$ cat config.mk
export PLATFORM = sky130hd
export DESIGN_NAME = utf8_to_utf16_strict_decoder_core
export DESIGN_NICKNAME = d
export VERILOG_FILES = /design/src/design/u8u16_pkg.sv /design/src/design/u8u16_front.sv /design/src/design/u8u16_queue.sv /design/src/design/u8u16_back.sv /design/src/design/utf8_to_utf16_strict_decoder_core.sv
export VERILOG_INCLUDE_DIRS = /design/src /design/src/design
export SDC_FILE = /design/constraint.sdc
export NUM_CORES = 1
export LEC_CHECK = 0
export ABC_AREA = 1
export BUFFER_PORTS_ARGS = -buffer_cell sky130_fd_sc_hd__buf_2
export CORE_ASPECT_RATIO = 0.6
export CORE_MARGIN = 4
export CORE_UTILIZATION = 50
export CTS_BUF_LIST = sky130_fd_sc_hd__clkbuf_8
export CTS_CLUSTER_SIZE = 10
export DETAILED_ROUTE_END_ITERATION = 10
export PLACE_DENSITY = 0.67
export REMOVE_ABC_BUFFERS = 1
export SLEW_MARGIN = 20
export SYNTH_ARGS = -nofsm -noshare
export SYNTH_HDL_FRONTEND = slang
export SYNTH_SLANG_ARGS = --single-unit
$ cat constraint.sdc
create_clock -name clk -period 3.75 [get_ports clk]
set_clock_uncertainty 0.1 [all_clocks]
set_input_delay 0.1875 -clock clk [delete_from_list [all_inputs] [get_ports clk]]
set_output_delay 0.1875 -clock clk [all_outputs]
set_load 0.02 [all_outputs]
$ cat src/design/assert_macros.svh
// ----------------------------------------------------------------------------
// Assertion macros
// Shared concurrent assertion forms used across the decoder RTL.
// ----------------------------------------------------------------------------
`ifndef ASSERT_MACROS_SVH
`define ASSERT_MACROS_SVH

// A property that must hold at every clock edge outside of reset.
`define ASSERT_ALWAYS(label, clk_sig, rst_n_sig, prop, msg) \
    label: assert property (@(posedge clk_sig) disable iff (!rst_n_sig) (prop)) \
        else $error(msg);

// A condition in one cycle that implies a consequence in the next cycle.
`define ASSERT_NEXT(label, clk_sig, rst_n_sig, ante, cons, msg) \
    label: assert property (@(posedge clk_sig) disable iff (!rst_n_sig) \
        (ante) |=> (cons)) else $error(msg);

`endif

$ cat src/design/u8u16_pkg.sv
// ----------------------------------------------------------------------------
// u8u16_pkg
// Types and constants shared by the UTF-8 to UTF-16 strict decoder.
// ----------------------------------------------------------------------------
`default_nettype none

package u8u16_pkg;

    // One input transaction: a UTF-8 byte and its end-of-string mark.
    typedef struct packed {
        logic [7:0] data_byte;
        logic       end_of_string;
    } in_item_t;

    // One result transaction.
    typedef struct packed {
        logic [15:0] utf16_unit;
        logic        error_flag;
        logic        last_of_string;
    } out_item_t;

    // Kind of decoded operation passed from the front end to the back end.
    typedef enum logic [1:0] {
        OP_UNIT,
        OP_PAIR,
        OP_ERROR
    } op_kind_t;

    // Queue entry. For a pair, value holds the code point minus 0x10000.
    typedef struct packed {
        op_kind_t    kind;
        logic [19:0] value;
        logic        last;
    } op_entry_t;

    // Operation queue geometry.
    localparam int QDEPTH = 4;
    localparam int QPTR_W = $clog2(QDEPTH);
    localparam int QCNT_W = $clog2(QDEPTH + 1);

    // Length classes of a multi-byte sequence.
    localparam logic [1:0] CLASS_NONE  = 2'd0;
    localparam logic [1:0] CLASS_TWO   = 2'd1;
    localparam logic [1:0] CLASS_THREE = 2'd2;
    localparam logic [1:0] CLASS_FOUR  = 2'd3;

    // Code point limits.
    localparam logic [20:0] CP_MAX    = 21'h10FFFF;
    localparam logic [20:0] SURR_LO   = 21'h00D800;
    localparam logic [20:0] SURR_HI   = 21'h00DFFF;
    localparam logic [20:0] PAIR_BASE = 21'h010000;
    localparam logic [20:0] BMP_MAX   = 21'h00FFFF;

    // Surrogate prefixes.
    localparam logic [15:0] HI_SURR = 16'hD800;
    localparam logic [15:0] LO_SURR = 16'hDC00;

    // Smallest code point allowed for each length class.
    function automatic logic [20:0] class_minimum(input logic [1:0] cls);
        logic [20:0] m;
        case (cls)
            CLASS_TWO:   m = 21'h000080;
            CLASS_THREE: m = 21'h000800;
            CLASS_FOUR:  m = 21'h010000;
            default:     m = 21'h000000;
        endcase
        return m;
    endfunction

endpackage

`default_nettype wire

$ cat src/design/u8u16_front.sv
// ----------------------------------------------------------------------------
// u8u16_front
// Byte-level UTF-8 decoder: tracks the sequence state and pushes one
// decoded operation per completed code point or error into the queue.
// ----------------------------------------------------------------------------
`default_nettype none
`include "assert_macros.svh"

module u8u16_front (
    input  wire logic                clk,
    input  wire logic                rst_n,
    input  wire logic                accept,
    input  wire u8u16_pkg::in_item_t item,
    output logic                     q_push,
    output u8u16_pkg::op_entry_t     q_entry
);

    logic [1:0]  remaining_reg,  remaining_next;
    logic [20:0] partial_reg,    partial_next;
    logic [1:0]  class_reg,      class_next;
    logic        discarding_reg, discarding_next;

    // Next-state and operation decode for one accepted byte.
    always_comb
    begin
        logic [7:0]  b;
        logic        eos;
        logic        fail;
        logic        clear;
        logic [20:0] cp_new;
        logic [20:0] cp_sub;
        logic [1:0]  rem_new;

        b      = item.data_byte;
        eos    = item.end_of_string;
        fail   = 1'b0;
        clear  = 1'b0;
        cp_new = {partial_reg[14:0], b[5:0]};
        cp_sub = cp_new - u8u16_pkg::PAIR_BASE;
        rem_new = remaining_reg - 2'd1;

        remaining_next  = remaining_reg;
        partial_next    = partial_reg;
        class_next      = class_reg;
        discarding_next = discarding_reg;
        q_push          = 1'b0;
        q_entry         = '{kind: u8u16_pkg::OP_ERROR, value: '0, last: 1'b1};

        if (accept)
        begin
            if (discarding_reg)
            begin
                // Drop bytes until the end of the failed string.
                if (eos)
                begin
                    discarding_next = 1'b0;
                    clear           = 1'b1;
                end
            end
            else if (remaining_reg == 2'd0)
            begin
                // Lead byte.
                if (!b[7])
                begin
                    q_push  = 1'b1;
                    q_entry = '{kind: u8u16_pkg::OP_UNIT, value: {12'd0, b}, last: eos};
                    clear   = 1'b1;
                end
                else if (b[7:5] == 3'b110)
                begin
                    partial_next   = {16'd0, b[4:0]};
                    remaining_next = 2'd1;
                    class_next     = u8u16_pkg::CLASS_TWO;
                    fail           = eos;
                end
                else if (b[7:4] == 4'b1110)
                begin
                    partial_next   = {17'd0, b[3:0]};
                    remaining_next = 2'd2;
                    class_next     = u8u16_pkg::CLASS_THREE;
                    fail           = eos;
                end
                else if (b[7:3] == 5'b11110)
                begin
                    partial_next   = {18'd0, b[2:0]};
                    remaining_next = 2'd3;
                    class_next     = u8u16_pkg::CLASS_FOUR;
                    fail           = eos;
                end
                else
                begin
                    fail = 1'b1;
                end
            end
            else if (b[7:6] != 2'b10)
            begin
                fail = 1'b1;
            end
            else if (rem_new != 2'd0)
            begin
                // Continuation byte with more still expected.
                partial_next   = cp_new;
                remaining_next = rem_new;
                fail           = eos;
            end
            else if ((cp_new < u8u16_pkg::class_minimum(class_reg))
                     || (cp_new > u8u16_pkg::CP_MAX)
                     || ((cp_new >= u8u16_pkg::SURR_LO) && (cp_new <= u8u16_pkg::SURR_HI)))
            begin
                fail = 1'b1;
            end
            else
            begin
                // Completed code point: one unit or a surrogate pair.
                clear  = 1'b1;
                q_push = 1'b1;
                if (cp_new <= u8u16_pkg::BMP_MAX)
                begin
                    q_entry = '{kind: u8u16_pkg::OP_UNIT, value: {4'd0, cp_new[15:0]},
                                last: eos};
                end
                else
                begin
                    q_entry = '{kind: u8u16_pkg::OP_PAIR, value: cp_sub[19:0], last: eos};
                end
            end

            // Any error gives one error result and may start dropping.
            if (fail)
            begin
                clear           = 1'b1;
                discarding_next = !eos;
                q_push          = 1'b1;
                q_entry         = '{kind: u8u16_pkg::OP_ERROR, value: '0, last: 1'b1};
            end

            if (clear)
            begin
                remaining_next = 2'd0;
                partial_next   = '0;
                class_next     = u8u16_pkg::CLASS_NONE;
            end
        end
    end

    // Sequence state registers.
    always_ff @(posedge clk or negedge rst_n)
    begin
        if (!rst_n)
        begin
            remaining_reg  <= 2'd0;
            partial_reg    <= '0;
            class_reg      <= u8u16_pkg::CLASS_NONE;
            discarding_reg <= 1'b0;
        end
        else
        begin
            remaining_reg  <= remaining_next;
            partial_reg    <= partial_next;
            class_reg      <= class_next;
            discarding_reg <= discarding_next;
        end
    end

    // An open sequence always has a length class and is never being dropped.
    `ASSERT_ALWAYS(a_open_seq_class, clk, rst_n,
        (remaining_reg == 2'd0) || ((class_reg != u8u16_pkg::CLASS_NONE) && !discarding_reg),
        "open sequence without class or while discarding")

    // An error pushed on a byte that does not end the string starts dropping.
    `ASSERT_NEXT(a_error_discards, clk, rst_n,
        q_push && (q_entry.kind == u8u16_pkg::OP_ERROR) && !item.end_of_string,
        discarding_reg && (remaining_reg == 2'd0),
        "error without end of string did not enter discard")

endmodule

`default_nettype wire

$ cat src/design/u8u16_queue.sv
// ----------------------------------------------------------------------------
// u8u16_queue
// Small register queue of decoded operations between front and back ends.
// ----------------------------------------------------------------------------
`default_nettype none
`include "assert_macros.svh"

module u8u16_queue (
    input  wire logic                 clk,
    input  wire logic                 rst_n,
    input  wire logic                 wr_en,
    input  wire u8u16_pkg::op_entry_t wr_entry,
    input  wire logic                 rd_en,
    output u8u16_pkg::op_entry_t      rd_entry,
    output logic                      q_full,
    output logic                      q_empty
);

    u8u16_pkg::op_entry_t              slot_reg [u8u16_pkg::QDEPTH];
    logic [u8u16_pkg::QPTR_W-1:0]      wr_ptr_reg, wr_ptr_next;
    logic [u8u16_pkg::QPTR_W-1:0]      rd_ptr_reg, rd_ptr_next;
    logic [u8u16_pkg::QCNT_W-1:0]      count_reg,  count_next;
    logic                              do_wr;
    logic                              do_rd;

    // Status and head of queue.
    assign q_full   = (count_reg == u8u16_pkg::QCNT_W'(u8u16_pkg::QDEPTH));
    assign q_empty  = (count_reg == '0);
    assign rd_entry = slot_reg[rd_ptr_reg];
    assign do_wr    = wr_en && !q_full;
    assign do_rd    = rd_en && !q_empty;

    // Pointer and occupancy update.
    always_comb
    begin
        wr_ptr_next = wr_ptr_reg;
        rd_ptr_next = rd_ptr_reg;
        count_next  = count_reg;
        if (do_wr)
        begin
            wr_ptr_next = wr_ptr_reg + 1'b1;
        end
        if (do_rd)
        begin
            rd_ptr_next = rd_ptr_reg + 1'b1;
        end
        if (do_wr && !do_rd)
        begin
            count_next = count_reg + 1'b1;
        end
        else if (!do_wr && do_rd)
        begin
            count_next = count_reg - 1'b1;
        end
    end

    // Control registers.
    always_ff @(posedge clk or negedge rst_n)
    begin
        if (!rst_n)
        begin
            wr_ptr_reg <= '0;
            rd_ptr_reg <= '0;
            count_reg  <= '0;
        end
        else
        begin
            wr_ptr_reg <= wr_ptr_next;
            rd_ptr_reg <= rd_ptr_next;
            count_reg  <= count_next;
        end
    end

    // Entry storage; no reset needed.
    always_ff @(posedge clk)
    begin
        if (do_wr)
        begin
            slot_reg[wr_ptr_reg] <= wr_entry;
        end
    end

    // Occupancy stays within depth and matches pointer distance.
    `ASSERT_ALWAYS(a_queue_count, clk, rst_n,
        (count_reg <= u8u16_pkg::QCNT_W'(u8u16_pkg::QDEPTH))
        && ((wr_ptr_reg - rd_ptr_reg) == count_reg[u8u16_pkg::QPTR_W-1:0]),
        "queue occupancy inconsistent with pointers")

endmodule

`default_nettype wire

$ cat src/design/u8u16_back.sv
// ----------------------------------------------------------------------------
// u8u16_back
// Result stage: expands queued operations into UTF-16 result transactions,
// two for a surrogate pair, and holds them in the output register.
// ----------------------------------------------------------------------------
`default_nettype none
`include "assert_macros.svh"

module u8u16_back (
    input  wire logic                 clk,
    input  wire logic                 rst_n,
    input  wire logic                 q_empty,
    input  wire u8u16_pkg::op_entry_t q_head,
    output logic                      q_pop,
    input  wire logic                 pop,
    output logic                      empty,
    output u8u16_pkg::out_item_t      result
);

    logic                  out_valid_reg;
    u8u16_pkg::out_item_t  out_reg;
    logic                  pend_reg;
    logic [15:0]           pend_unit_reg;
    logic                  pend_last_reg;
    logic                  load;

    // The output register can take a new transaction when empty or drained.
    assign load   = !out_valid_reg || pop;
    assign q_pop  = load && !pend_reg && !q_empty;
    assign empty  = !out_valid_reg;
    assign result = out_reg;

    // Output register and low-surrogate holding register.
    always_ff @(posedge clk or negedge rst_n)
    begin
        if (!rst_n)
        begin
            out_valid_reg <= 1'b0;
            pend_reg      <= 1'b0;
            out_reg       <= '0;
            pend_unit_reg <= '0;
            pend_last_reg <= 1'b0;
        end
        else if (load)
        begin
            if (pend_reg)
            begin
                // Second half of a surrogate pair.
                out_valid_reg <= 1'b1;
                pend_reg      <= 1'b0;
                out_reg       <= '{utf16_unit: pend_unit_reg, error_flag: 1'b0,
                                   last_of_string: pend_last_reg};
            end
            else if (!q_empty)
            begin
                out_valid_reg <= 1'b1;
                unique case (q_head.kind)
                    u8u16_pkg::OP_UNIT:
                    begin
                        out_reg <= '{utf16_unit: q_head.value[15:0], error_flag: 1'b0,
                                     last_of_string: q_head.last};
                    end
                    u8u16_pkg::OP_PAIR:
                    begin
                        out_reg <= '{utf16_unit: u8u16_pkg::HI_SURR | {6'd0, q_head.value[19:10]},
                                     error_flag: 1'b0, last_of_string: 1'b0};
                        pend_reg      <= 1'b1;
                        pend_unit_reg <= u8u16_pkg::LO_SURR | {6'd0, q_head.value[9:0]};
                        pend_last_reg <= q_head.last;
                    end
                    default:
                    begin
                        out_reg <= '{utf16_unit: 16'd0, error_flag: 1'b1,
                                     last_of_string: 1'b1};
                    end
                endcase
            end
            else
            begin
                out_valid_reg <= 1'b0;
            end
        end
    end

    // A pending low surrogate always sits behind a shown high surrogate.
    `ASSERT_ALWAYS(a_pend_behind_high, clk, rst_n,
        !pend_reg || (out_valid_reg && !out_reg.error_flag && !out_reg.last_of_string),
        "pending low surrogate without a high surrogate on the output")

    // A shown result that is not taken holds its value.
    `ASSERT_NEXT(a_hold_result, clk, rst_n,
        out_valid_reg && !pop,
        out_valid_reg && $stable(out_reg),
        "result changed while stalled")

endmodule

`default_nettype wire

$ cat src/design/utf8_to_utf16_strict_decoder_core.sv
// ----------------------------------------------------------------------------
// utf8_to_utf16_strict_decoder_core
// Strict UTF-8 to UTF-16 stream decoder with queue-style ports.
// ----------------------------------------------------------------------------
// The block takes one UTF-8 byte per cycle whenever full is low and emits
// UTF-16 units through a registered output with queue-style empty/pop. A
// completed code point in the Basic Multilingual Plane gives one result, a
// supplementary code point gives two results (high surrogate first), and an
// invalid string gives a single error result with a zero unit, after which
// the remaining bytes of that string, through the end-of-string byte, are
// dropped. The front decoder handles one byte per cycle while full is low; the
// result register delivers one unit per cycle while results are popped, so a
// run of supplementary characters (four bytes in, two units out) is limited
// only by the input rate. A four-entry operation queue between the decoder
// and the result register lets each side stall independently. When the queue
// and output are otherwise empty, the first result of a byte is written into
// a queue slot and then loaded into the output register, where it is on the
// result ports and can be popped.
// ----------------------------------------------------------------------------
`default_nettype none

module utf8_to_utf16_strict_decoder_core (
    input  wire logic                 clk,
    input  wire logic                 rst_n,
    input  wire logic                 push,
    output logic                      full,
    input  wire u8u16_pkg::in_item_t  item,
    output logic                      empty,
    input  wire logic                 pop,
    output u8u16_pkg::out_item_t      result
);

    logic                  accept;
    logic                  q_push;
    u8u16_pkg::op_entry_t  q_wr_entry;
    u8u16_pkg::op_entry_t  q_head;
    logic                  q_pop;
    logic                  q_full;
    logic                  q_empty;

    // Input handshake: a byte is taken while the operation queue has room.
    assign full   = q_full;
    assign accept = push && !q_full;

    // Byte decoder.
    u8u16_front u_front (
        .clk     (clk),
        .rst_n   (rst_n),
        .accept  (accept),
        .item    (item),
        .q_push  (q_push),
        .q_entry (q_wr_entry)
    );

    // Operation queue between decoder and result stage.
    u8u16_queue u_queue (
        .clk      (clk),
        .rst_n    (rst_n),
        .wr_en    (q_push),
        .wr_entry (q_wr_entry),
        .rd_en    (q_pop),
        .rd_entry (q_head),
        .q_full   (q_full),
        .q_empty  (q_empty)
    );

    // Result expansion and output register.
    u8u16_back u_back (
        .clk     (clk),
        .rst_n   (rst_n),
        .q_empty (q_empty),
        .q_head  (q_head),
        .q_pop   (q_pop),
        .pop     (pop),
        .empty   (empty),
        .result  (result)
    );

endmodule

`default_nettype wire
Yosys cells after proc, flatten, opt, wreduce, memory -nomap -nowiden:

Memories as Yosys holds them, arrays and structs flattened.
Index checks and enable logic that the tools add are counted.

* ROM bits: 0
* input bits: 13
* bits in writable memories: 92
* bits in registers: 59
* memories: 1
* word-level logic and storage cells: 146
* latch bits: 0

* reduce and logical (&&, ||, !) cells: 31
* muxes and demuxes: 73
* equal/unequal tests: 14
* add/subtract/negate cells: 6
* magnitude comparators: 5
* divide/modulo/power cells: 0
* bitwise gates (word level): 2
* $mul: 0
* shift-type cells: 0

Memory list
* u_queue.slot_reg: depth 4, bits a word 23, rd ports 1, clocked after Yosys merged registers in 0, write ports 1, line u8u16_queue.sv:19 `u8u16_pkg::op_entry_t slot_reg [u8u16_pkg::QDEPTH];`

Operators by type and width (number)
* 2-to-1 mux 23 bit: 8
* 2-to-1 mux 15 bit: 9
* 2-to-1 mux 21 bit: 5
* case mux 17 bit (3 select lines): 1
* less-or-equal comparator 21 x 16 -> 1 bit (second input constant): 2
* 2-to-1 mux 18 bit: 2
* case mux 18 bit (2 select lines): 1
* 2-to-1 mux 1 bit: 32
* 2-to-1 mux 2 bit: 12
* 2-to-1 mux 22 bit: 1
* greater-or-equal comparator 21 x 16 -> 1 bit (second input constant): 1
* > comparator 21 bit (second input constant): 1
* less-than comparator 21 bit: 1
* subtractor 20 x 17 -> 20 bit (second input constant): 1
* logical AND 1 bit: 8
* nonzero test 2 bit: 4
* logical NOT 1 bit: 7
* equality test 3 bit (second input constant): 2
* 2-to-1 mux 3 bit: 2
* != test 2 bit (second input constant): 3
* AND reduction 6 bit: 1
* equality test 5 bit (second input constant): 1
* != test 5 bit (second input constant): 1
* AND reduction 5 bit: 1
* other kinds (17): 24

Logic depth before layout (Yosys ltp):

Gate-level depths: netlist of run 1.

* depth after elaboration: 23
* depth in mapped cells: 21
* gate-level depth less buffers: 21

Cells and area by module:

From an unflattened synthesis of run 1, not the netlist that was laid out.

* cells, all modules: 805
* area total of the unflattened synthesis: 7360.8 µm²

By module, submodules not included
* u8u16_queue: cells each 330, times used 1, area each 4126.5 µm²
* u8u16_front: cells each 257, times used 1, area each 1631.6 µm²
* u8u16_back: cells each 216, times used 1, area each 1592.8 µm²
* utf8_to_utf16_strict_decoder_core: cells each 2, times used 1, area each 10.0 µm²

Least setup slack after synthesis of run 1:

OpenSTA, ideal clock, no wires.

* kind: register to register
* start point: reg u_front.partial_reg[10]
* end point: mem u_queue.slot_reg[0][0] (netlist bit), enable pin
* library setup time: 0.403 ns
* arrival time: 2.413 ns
* clock period less this slack: 2.916 ns
* required time: 3.247 ns
* setup slack: 0.834 ns
* path buffers: 0
* cell stages (with the launch flop): 12
* cells stage by stage: dfrtp_1 -> inv_2 -> ha_1 -> and3_1 -> nand3_2 -> nand2_1 -> nand4_2 -> nand2_2 -> nand2_2 -> nand3_1 -> nand2_1 -> nor2_1

* cells in the longest elaborated chain, start to end: 14
* elaborated cells between the ends (all ways): 23

RTL lines
* start: declaration: line u8u16_front.sv:19 `logic [20:0] partial_reg, partial_next;`
* start signal: assignment: line u8u16_front.sv:159 `partial_reg <= partial_next;`
* less-than comparator 21 bit (tied with other cells): line u8u16_front.sv:106 `else if ((cp_new < u8u16_pkg::class_minimum(class_reg))`
* logical OR 1 bit / logical AND 1 bit (equally long branches): line u8u16_front.sv:107, u8u16_front.sv:108
* logical OR 1 bit (*): line u8u16_front.sv:108 `|| ((cp_new >= u8u16_pkg::SURR_LO) && (cp_new <= u8u16_pkg::SURR_HI)))`
* 2-to-1 mux 1 bit: line u8u16_front.sv:106
* 2-to-1 mux 1 bit: line u8u16_front.sv:99 `else if (rem_new != 2'd0)`
* 2-to-1 mux 1 bit: line u8u16_front.sv:95 `else if (b[7:6] != 2'b10)`
* 2-to-1 mux 1 bit: line u8u16_front.sv:60 `else if (remaining_reg == 2'd0)`
* 2-to-1 mux 1 bit: line u8u16_front.sv:51 `if (discarding_reg)`
* 2-to-1 mux 1 bit: line u8u16_front.sv:49 `if (accept)`
* 2-to-1 mux 1 bit (*): line u8u16_front.sv:129 `if (fail)`
* 2-to-1 mux 1 bit (*): line u8u16_front.sv:49
* logical AND 1 bit (*): line u8u16_queue.sv:30 `assign do_wr = wr_en && !q_full;`
* 2-to-1 mux 1 bit (*): line u8u16_queue.sv:77 `if (do_wr)`
* 2-to-1 mux 1 bit (not written as such) (*): line u8u16_queue.sv:79 `slot_reg[wr_ptr_reg] <= wr_entry;`
* end: declaration: line u8u16_queue.sv:19

Every way passes the cells marked *; elsewhere a longest branch is shown, timed or not. The select of a mux whose other input is x is not followed.

Worst setup path after layout of run 1:

* start point: reg u_front.partial_reg[10]
* end point: reg u_queue.count_reg[2] (netlist bit)

* cells in the longest elaborated chain, start to end: 15
* elaborated cells between the ends (all ways): 26

RTL lines
* less-than comparator 21 bit (tied with other cells): line u8u16_front.sv:106
* logical OR 1 bit / logical AND 1 bit (equally long branches): line u8u16_front.sv:107, u8u16_front.sv:108
* logical OR 1 bit (*): line u8u16_front.sv:108
* 2-to-1 mux 1 bit: line u8u16_front.sv:106
* 2-to-1 mux 1 bit: line u8u16_front.sv:99
* 2-to-1 mux 1 bit: line u8u16_front.sv:95
* 2-to-1 mux 1 bit: line u8u16_front.sv:60
* 2-to-1 mux 1 bit: line u8u16_front.sv:51
* 2-to-1 mux 1 bit: line u8u16_front.sv:49
* 2-to-1 mux 1 bit (*): line u8u16_front.sv:129
* 2-to-1 mux 1 bit (*): line u8u16_front.sv:49
* logical AND 1 bit (*): line u8u16_queue.sv:30
* via u_queue.do_wr: line u8u16_queue.sv:23 `logic do_wr;`
* logical NOT 1 bit: line u8u16_queue.sv:51 `else if (!do_wr && do_rd)`
* logical AND 1 bit: line u8u16_queue.sv:51
* nonzero test 2 bit (no line)
* end signal: assignment: line u8u16_queue.sv:70 `count_reg <= count_next;`
* end: declaration: line u8u16_queue.sv:22 `logic [u8u16_pkg::QCNT_W-1:0] count_reg, count_next;`

Mark *: on every way through the listed nets, which the timed path passes. The rest lies on a longest branch. The select of a mux whose other input is x is not followed.
A chain may end at the register's enable or synchronous reset.

==> results of run 1 <==
## logic make-up after synthesis
group | after synthesis | share of synthesized area
compound gates | 130 | 0.107
xor+xnor | 7 | 0.00903
fa+ha+maj | 9 | 0.0177
buf+inv | 94 | 0.0543
flops | 151 | 0.624
mux | 2 | 0.00313
simple gates | 297 | 0.184
## layout make-up
cell class                 instances  share of cell area
tap                              170              0.0278
sequential                       151               0.554
clock inverter                    15              0.0234
timing repair buffer              51              0.0422
multi-input combinational        445               0.288
clock buffer                      17              0.0306
inverter                          70              0.0343
## worst paths after layout
| path | endpoint | slack [ns] | depth (start not counted) |
|---|---|---|---|
| hold / removal | u_front.partial_reg[3]$_DFFE_PN0P_ | 0.11 | 5 |
| setup / recovery | u_queue.count_reg[2]$_DFFE_PN0P_ | 0.59 | 17 |
| hold reg to reg | u_back.pend_unit_reg[8]$_DFFE_PN0P_ | 0.38 | 2 |
| max in group asynchronous | u_back.result[17]$_DFFE_PN0P_ | 2.47 | 3 |
| setup reg to reg | u_queue.count_reg[2]$_DFFE_PN0P_ | 0.59 | 17 |
| min in group asynchronous | u_front.remaining_reg[1]$_DFFE_PN0P_ | 0.15 | 2 |
## routing by layer
metal | vias up | GRT usage | part of all wire
met5 | - | 0 | 0
li1 | 2412 | - | -
met3 | 13 | 0.0447 | 0.044
met2 | 122 | 0.301 | 0.45
met1 | 2475 | 0.328 | 0.50
met4 | 0 | 0.0583 | 0.0087
## cells in the mapped netlist, types with 2 or more instances
library cell / number
nand2_1: 160
edfxtp_1: 92
nor2_1: 83
dfrtp_1: 59
inv_1: 58
o21ai_0: 54
a21oi_1: 46
nand3_1: 20
clkbuf_1: 14
nand4_1: 14
o22ai_1: 13
ha_1: 8
buf_2: 7
inv_2: 7
a32o_1: 5
clkinv_1: 5
nand2_2: 5
nor2_2: 5
xor2_1: 5
o21ai_1: 4
nor2_4: 3
a32oi_1: 2
buf_1: 2
nand3_2: 2
or2_2: 2
xnor2_1: 2
## through the flow
step | total power, mW | instance area [µm²] | worst slack [ns] | util
2_1_floorplan | 4.04 | 6690 | 0.571 | -
3_3_place_gp | 4.75 | 7150 | 0.710 | 0.548
3_5_place_dp | 4.83 | 7150 | 0.613 | 0.548
4_1_cts | 6.12 | 7640 | 0.610 | 0.586
5_1_grt | 6.57 | 7650 | 0.357 | 0.586
6_report | 6.11 | 7650 | 0.593 | 0.586
## cell usage in the layout, fill, tap and decap left out, types with 3 or more instances in the layout
master         instances
a21oi_1               46
a32o_1                 5
buf_2                 32
buf_4                 11
bufinv_16              3
clkbuf_8              17
clkinv_1               5
clkinv_4               6
dfrtp_1               59
dlygate4sd3_1          8
edfxtp_1              92
ha_1                   8
inv_1                 59
inv_2                  7
nand2_1              160
nand2_2                5
nand3_1               20
nand4_1               14
nor2_1                79
nor2_2                 9
nor2_4                 3
o21ai_0               54
o21ai_1                4
o22ai_1               13
xor2_1                 5
## worst max-delay path, cell delays in order, from the launching register on
cell     delay [ns]
dfrtp_1        0.43
inv_2          0.09
ha_1           0.20
and3_1         0.19
nand3_2        0.07
nand2_1        0.09
nand4_2        0.19
nand2_2        0.11
nand2_2        0.08
nand3_1        0.07
nand2_1        0.17
inv_1          0.17
ha_1           0.16
inv_1          0.08
fa_1           0.44
a21oi_1        0.14
o21ai_0        0.11
xor2_1         0.15
## power by group
group	internal, mW	switching (mW)	total [mW]
clock	0.662	0.629	1.29
sequential	2.19	0.216	2.40
combinational	0.735	1.68	2.42
## timing repair
action | 4_1_cts | 5_1_grt
buffers inserted | 0 | 0
resized for setup | 0 | 0
hold buffers | 8 | 0
endpoints found under the hold margin | 27 | 0
==> reports/qor.yml, run 1 <==
run_status:
  outcome: "finished clean"
place:
  place_congestion: 0.859
  dpl.hpwl_um: 10900
  port_buffers: 32
  dp_cells: 879
synth:
  syn_avg_cell_area_um2: 9.84
  synth_ff_type: "edfxtp_1"
  yosysWarnings: 0
  synthCells: 690
  async_flop_share: 0.391
  ys_top_cells_by_area: "edfxtp_1 41%, dfrtp_1 22%, nand2_1 8.8%"
  ys_seq_area_frac: 0.624
  synth-seq-cells: 151
  synthesis.area_um2: 6790
  ys_types: 39
  synth_edf_count: 92
  yosysTopAreaCell: "edfxtp_1"
  synth_top_area_frac: 0.407
cells_and_area:
  stdcell_count: 919
  drive_gt1_frac: 0.142
  multi_input_area_um2: 2200
  layout.nets: 758
  largest_reg_flops: 92
  regArea_um2: 4240
  syn_to_final_growth_pct: 12.7
  fillers: 1091
  antenna_cells: 0
clocking:
  clk_path_buf_depth: 2
  cts_buffers: 17
  cts_max_level: 4
  root_buffer: "clkbuf_8"
  insertion_delay_ns: 0.43
  clk_pin_slew_ns: 0.09
  cts_tree: "done"
  cts_sinks: 151
route:
  drt-initial-drc-count: 489
  ant_nets: 0
  vias_per_cell: 5.46
  remaining_drc_errors: 0
  vias: 5022
  dr.pass1.iters: 5
  wl_um: 15600
  wl_per_cell_um: 17.0
floorplan:
  io_pins: 33
  die_w_um: 158
  fp.dieH_um: 98.3
  fp-row-count: 32
  initial_utilization: 0.520
  coreArea_um2: 13100
  die-area_um2: 15600
timing:
  fmax_ghz: 0.317
  setup-violations-final: 0
  rsz0062_at_grt: "false"
  whs_ns: 0.107
  report.final.slew_viol_count: 0
  hold_viol_final: 0
  finalSetupTns_ns: 0
  fin_crit_ns: 3.16
  worstMarginPinSlew_ns: 0.777
  period_share: 0.842
  slew_headroom: 0.476
grt:
  track_usage: 0.212
  grt.overflow.total: 0
  grt_pass1_wl_um: 25500
  grt_max_degree: 45
  grt_pass1_vias: 4770
  grt_antenna_before_repair: 0
power:
  p_per_area_nw_per_um2: 798
  vdd_drop_max_uv: 404
  leakage_nw: 3.23
worst_hold_path:
  hp-start: "item[4]"
  min_path_type: "in2reg"
setup_path:
  setup.worst_path.start_class: "flop"
  startpoint: "u_front.partial_reg[10]$_DFFE_PN0P_"
  r2r_start: "u_front.partial_reg[10]$_DFFE_PN0P_"
  critPathKind: "reg2reg"
  cp_max_fo: 6
  arrival_ns: 3.38
  required_ns: 3.97
  critPathCaptureType: "flop"
flow_run:
  maxCapViolCount: 0
Power figures use the tool's default switching activity.
==> inputs of run 2 (changes only) <==
==> constraint.sdc (replaced) <==
create_clock -name clk -period 3 [get_ports clk]
set_clock_uncertainty 0.1 [all_clocks]
set_input_delay 0.15 -clock clk [delete_from_list [all_inputs] [get_ports clk]]
set_output_delay 0.15 -clock clk [all_outputs]
set_load 0.02 [all_outputs]
==> run 2 against run 1 <==
  * Final cell count increased by 1.7%
  * Fmax rose by 12%
  * Via count rose by 1.2%
==> reports/qor.yml, run 2 (synthesized netlist as in run 1, its figures left out) <==
place:
  pre_cts_slack_ns: 0.0180
  port_buffers: 32
  dp_cells: 888
  dpl.hpwl_um: 11200
  place_congestion: 0.899
power:
  swShare: 0.411
  p_per_area_nw_per_um2: 1010
  seqPwrFrac: 0.372
  leakage_nw: 3.33
  clockPowerShare: 0.210
  switchingPower_mw: 3.28
  internal_power_mw: 4.70
  vdd_drop_max_uv: 499
  share_comb_of_total_power: 0.418
  power_mw: 7.98
clocking:
  root_buffer: "clkbuf_8"
  clk_path_buf_depth: 2
  clk_pin_slew_ns: 0.09
  cts_sinks: 151
  cts_max_level: 4
  insertion_delay_ns: 0.45
  cts_buffers: 17
  cts_tree: "done"
cells_and_area:
  antenna_cells: 0
  layout.nets: 774
  stdcell_count: 935
  syn_to_final_growth_pct: 16.4
  drive_gt1_frac: 0.182
  final_common_cell: "nand2_1"
  regArea_um2: 4240
  finish.utilization: 0.606
  largest_reg_flops: 92
  layout_common_cells: "157 x nand2_1, 92 x edfxtp_1, 78 x nor2_1"
  multi_input_area_um2: 2260
  fillers: 1086
setup_path:
  required_ns: 3.24
  arrival_ns: 3.07
  cp_slowest_cell: "dfrtp_1"
  setup.worst_path.start_class: "flop"
  crit_path_max_incr_delay_ns: 0.41
  critPathCaptureType: "flop"
  cp_max_fo: 3
  critPathKind: "reg2reg"
  cp_cell_sequence: "inv_2, nand2_1, ha_2, nand2_1, nand2_1, nand2_1, nand2_2, nand4_4, nand2_2, nand2_4, nand3_2, nand2_2, inv_2, ha_2, inv_2, fa_2, a21oi_1, o21ai_1, xor2_1"
  crit_path_frequent_cell: "nand2_1"
  cp_top_family: "adder cells"
  cp_num_buf_inv: 3
timing:
  slew_headroom: 0.445
  fin_crit_ns: 2.83
  period_share: 0.944
  fmax_ghz: 0.353
  setup_ws_ns: 0.168
  whs_ns: 0.0496
  worstMarginPinSlew_ns: 0.821
  hold_viol_final: 0
  setup-violations-final: 0
  report.final.slew_viol_count: 0
route:
  ant_nets: 0
  dr.pass1.iters: 5
  wl_per_cell_um: 17.2
  wl_um: 16100
  vias_per_cell: 5.44
  vias: 5083
  remaining_drc_errors: 0
  drt-initial-drc-count: 461
grt:
  grt_pass1_wl_um: 25900
  grt.overflow.total: 0
  grt_antenna_before_repair: 0
  track_usage: 0.216
  grt_max_degree: 35
  grt_pass1_vias: 4978
flow_run:
  maxCapViolCount: 0
floorplan:
  die_w_um: 158
  initial_utilization: 0.520
  die-area_um2: 15600
  io_pins: 33
  coreArea_um2: 13100
  fp-row-count: 32
  fp.dieH_um: 98.3
worst_hold_path:
  min_path_type: "in2reg"
run_status:
  outcome: "finished clean"
[run 2: cell types whose count changed in the layout (fill, tap and decap cells not counted), sizes merged]
cell         change
buf             +15
clkbuf           +2
clkinv           -5
clkinvlp         -1
dlygate4sd3      +1
inv              +4
[run 2: area by class of cell]
cell class	instances	area share
timing repair buffer	67	0.0627
sequential	151	0.537
tap	170	0.0269
clock inverter	13	0.0207
clock buffer	19	0.0331
inverter	70	0.0332
multi-input combinational	445	0.286
[run 2: worst paths after layout]
path,from,end,slack (ns),cells after the start
max,u_front.class_reg[0]$_DFFE_PN0P_,u_queue.count_reg[2]$_DFFE_PN0P_,0.17,19
min,push,u_front.discarding_reg$_DFFE_PN0P_,0.05,4
max reg2reg,u_front.class_reg[0]$_DFFE_PN0P_,u_queue.count_reg[2]$_DFFE_PN0P_,0.17,19
min reg2reg,u_back.pend_unit_reg[10]$_DFFE_PN0P_,u_back.pend_unit_reg[10]$_DFFE_PN0P_,0.38,1
max in group asynchronous,rst_n,u_back.pend_unit_reg[7]$_DFFE_PN0P_,1.72,3
min in group asynchronous,rst_n,u_queue.count_reg[2]$_DFFE_PN0P_,0.15,2
[run 2: routing by layer]
metal / global-route usage / wire, µm / vias up / share of wire
met5: 0 / 0 / - / 0
met4: 0.0531 / 168 / 0 / 0.010
met3: 0.0629 / 1230 / 18 / 0.077
met1: 0.323 / 7600 / 2450 / 0.47
li1: - / - / 2452 / -
met2: 0.313 / 7110 / 163 / 0.44
[run 2: per-stage QoR]
step / setup TNS (ns) / instance area (µm²)
6_report: 0 / 7910
5_1_grt: -0.0622 / 7910
4_1_cts: 0 / 7780
3_5_place_dp: 0 / 7270
3_3_place_gp: 0 / 7270
2_1_floorplan: -2.64 / 6690
[run 2: power groups by stage]
stage | clock network [mW] | registers (mW) | logic (mW)
2_1_floorplan | 0 | 3.18 | 1.86
3_3_place_gp | 0 | 2.98 | 3.09
3_5_place_dp | 0 | 3.01 | 3.16
4_1_cts | 1.71 | 2.97 | 3.18
5_1_grt | 1.79 | 3.03 | 3.71
6_report | 1.68 | 2.97 | 3.33
[run 2: what timing repair did]
action                                  CTS  global route
setup buffers                             0             6
endpoints found under the hold margin    34             0
resized for setup                         0            25
hold buffers                              9             0
endpoints found under the setup margin    0             2
[run 2: worst reg2reg max path, stage by stage (launching register included)]
cell	delay, ns
dfrtp_1	0.41
inv_2	0.06
nand2_1	0.05
ha_2	0.31
nand2_1	0.05
nand2_1	0.06
nand2_1	0.06
nand2_2	0.07
nand4_4	0.14
nand2_2	0.13
nand2_4	0.07
nand3_2	0.08
nand2_2	0.06
inv_2	0.08
ha_2	0.17
inv_2	0.05
fa_2	0.38
a21oi_1	0.14
o21ai_1	0.09
xor2_1	0.14
==> inputs of run 3 (changes only) <==
--- a/config.mk
+++ b/config.mk
@@ -19,4 +19,5 @@
 export SLEW_MARGIN = 20
 export SYNTH_ARGS = -nofsm -noshare
 export SYNTH_HDL_FRONTEND = slang
+export SYNTH_HIERARCHICAL = 1
 export SYNTH_SLANG_ARGS = --single-unit
==> run 3 against run 2 <==
  * Synthesized cell count is 17% higher
  * Critical endpoint is now u_queue/count_reg[1]$_DFFE_PN0P_
  * Critical path type unchanged
  * Final cell count is 14% higher
  * Sequential share of layout area is 2.6 points lower
  * Register-to-register slack worse by 0.06 ns
  * Hold slack worse by 0.0064 ns
  * Fmax is 2.1% lower
  * Area after synthesis is 8.4% higher
  * Largest power group unchanged
  * Setup slack worse by 0.059 ns
  * Largest cell class unchanged
==> reports/qor.yml, run 3 <==
route:
  dr.pass1.iters: 5
  wl_um: 16700
  vias_per_cell: 5.26
  vias: 5603
  drt-initial-drc-count: 491
  remaining_drc_errors: 0
  wl_per_cell_um: 15.6
  ant_nets: 0
power:
  vdd_drop_max_uv: 403
  power_mw: 7.99
  leakage_nw: 3.85
  p_per_area_nw_per_um2: 963
timing:
  hold_viol_final: 0
  worstMarginPinSlew_ns: 0.678
  setup_ws_ns: 0.109
  fmax_ghz: 0.346
  period_share: 0.964
  setup-violations-final: 0
  slew_headroom: 0.545
  report.final.slew_viol_count: 0
  fin_crit_ns: 2.89
run_status:
  outcome: "finished clean"
synth:
  syn_avg_cell_area_um2: 9.14
  synth_ff_type: "edfxtp_1"
  synthCells: 805
  ys_top_cells_by_area: "edfxtp_1 38%, dfrtp_1 20%, nand2_1 12%"
  ys_types: 35
  synthesis.area_um2: 7360
  synth_top_area_frac: 0.375
  yosysWarnings: 6
  async_flop_share: 0.391
  synth.cells.most_frequent: "238 x nand2_1, 113 x inv_1, 92 x edfxtp_1, 73 x nor2_1, 60 x nand3_1"
  synth_edf_count: 92
  synth-seq-cells: 151
  yosysTopAreaCell: "edfxtp_1"
  yosysMostFrequentCell: "nand2_1"
  ys_seq_area_frac: 0.576
setup_path:
  cp_num_buf_inv: 5
  arrival_ns: 3.13
  cp_top_family: "simple AND/OR/NAND/NOR gates"
  critPathKind: "reg2reg"
  setup.worst_path.start_class: "flop"
  reg2reg_to: "u_queue/count_reg[1]$_DFFE_PN0P_"
  r2r_setup_slack_ns: 0.11
  cp_max_fo: 4
  crit_path_max_incr_delay_ns: 0.43
  critPathCaptureType: "flop"
  startpoint: "u_front/partial_reg[11]$_DFFE_PN0P_"
  cp_cell_sequence: "inv_1, ha_2, nand2_4, buf_4, nor3_2, nand3_1, nand2_1, nand3_4, nand2_4, nand2_4, o31ai_4, inv_2, nand2_2, inv_2, ha_2, inv_2, fa_2, nand2_1, o21ai_1"
  r2r_start: "u_front/partial_reg[11]$_DFFE_PN0P_"
  cp_slowest_cell: "fa_2"
  required_ns: 3.24
  reg2reg_depth: 19
cells_and_area:
  finalInstanceArea_um2: 8290
  syn_to_final_growth_pct: 12.7
  layout.nets: 877
  largest_reg_flops: 92
  stdcell_count: 1066
  fillers: 1269
  drive_gt1_frac: 0.157
  final_common_cell: "nand2_1"
  antenna_cells: 0
  layout_common_cells: "233 x nand2_1, 111 x inv_1, 92 x edfxtp_1"
  finish.utilization: 0.573
grt:
  grt_max_degree: 69
  grt_pass1_wl_um: 26900
  grt.overflow.total: 0
  grt_antenna_before_repair: 0
  track_usage: 0.208
  grt_pass1_vias: 5235
floorplan:
  io_pins: 33
  die-area_um2: 16800
  die_w_um: 165
  initial_utilization: 0.509
  fp.dieH_um: 102
  coreArea_um2: 14500
  fp-row-count: 34
clocking:
  cts_buffers: 17
  cts_max_level: 4
  cts_tree: "done"
  insertion_delay_ns: 0.45
  clk_pin_slew_ns: 0.09
  root_buffer: "clkbuf_8"
  cts_sinks: 151
  clk_path_buf_depth: 2
place:
  placed_cell_area_um2: 7710
  dpl.hpwl_um: 11400
  place_congestion: 0.980
  pre_cts_slack_ns: -0.0741
  dp_cells: 1019
  port_buffers: 32
worst_hold_path:
  min_to: "u_front/discarding_reg$_DFFE_PN0P_"
  holdPathStages: 7
  min_path_type: "in2reg"
  hp-start: "push"
flow_run:
  maxCapViolCount: 0
[run 3: stage by stage]
stage / TNS [ns] / hold slack (ns)
after floorplan: -16.25 / -0.246
after global routing: -0.0697 / 0.0935
after global placement: 0 / -0.125
after CTS: 0 / 0.0266
final: 0 / 0.0432
after detailed placement: -0.0741 / -0.124
[run 3: cell type report]
cell class	count	area [µm²]	area share
sequential	151	4240	0.511
inverter	124	468	0.0564
clock buffer	17	234	0.0282
multi-input combinational	498	2490	0.300
tap	198	248	0.0299
clock inverter	15	153	0.0184
timing repair buffer	63	465	0.0561
[run 3: worst max-delay path by stage]
stage	end	slack [ns]	depth (start not counted)
floorplan	u_queue/slot_reg[0][0]$_DFFE_PP_	-0.18	16
global placement	u_queue/count_reg[1]$_DFFE_PN0P_	0.10	20
detailed placement	u_queue/count_reg[1]$_DFFE_PN0P_	-0.07	20
CTS	u_queue/count_reg[1]$_DFFE_PN0P_	0.006	19
global route	u_queue/count_reg[2]$_DFFE_PN0P_	-0.04	22
finish	u_queue/count_reg[1]$_DFFE_PN0P_	0.11	19
[run 3: timing repair]
action                                  in CTS  in global routing
hold endpoints to repair                    72                  0
setup buffers                                0                  6
endpoints found under the setup margin       1                  2
gates resized for setup                      4                 19
hold buffers                                 9                  0
pin swaps                                    1                 12
[run 3: routing by layer]
metal	vias to the layer above	track usage	part of all wire
met2	162	0.311	0.44
li1	2717	-	-
met4	0	0.0486	0.011
met5	-	0	0
met1	2703	0.311	0.48
met3	21	0.0508	0.066
[run 3: report_power, final]
| group | leakage, nW | internal (mW) | switching (mW) |
|---|---|---|---|
| clock | 0.204 | 0.743 | 0.806 |
| sequential | 1.59 | 2.72 | 0.278 |
| combinational | 2.06 | 1.08 | 2.37 |
[run 3: worst register-to-register path: stages, from the launching register on]
cell and delay (ns):
dfrtp_1 0.41, inv_1 0.07, ha_2 0.20, nand2_4 0.06, buf_4 0.13, nor3_2 0.12
nand3_1 0.10, nand2_1 0.12, nand3_4 0.12, nand2_4 0.08, nand2_4 0.06, o31ai_4 0.19
inv_2 0.08, nand2_2 0.10, inv_2 0.04, ha_2 0.18, inv_2 0.07, fa_2 0.43
nand2_1 0.07, o21ai_1 0.06
[run 3: logic make-up after synthesis]
kind of cell    count (synthesis)  synth area share
fa+ha+maj                       9            0.0163
compound gates                 77            0.0726
flops                         151             0.576
simple gates                  411             0.239
xor+xnor                        1           0.00119
buf+inv                       156            0.0954
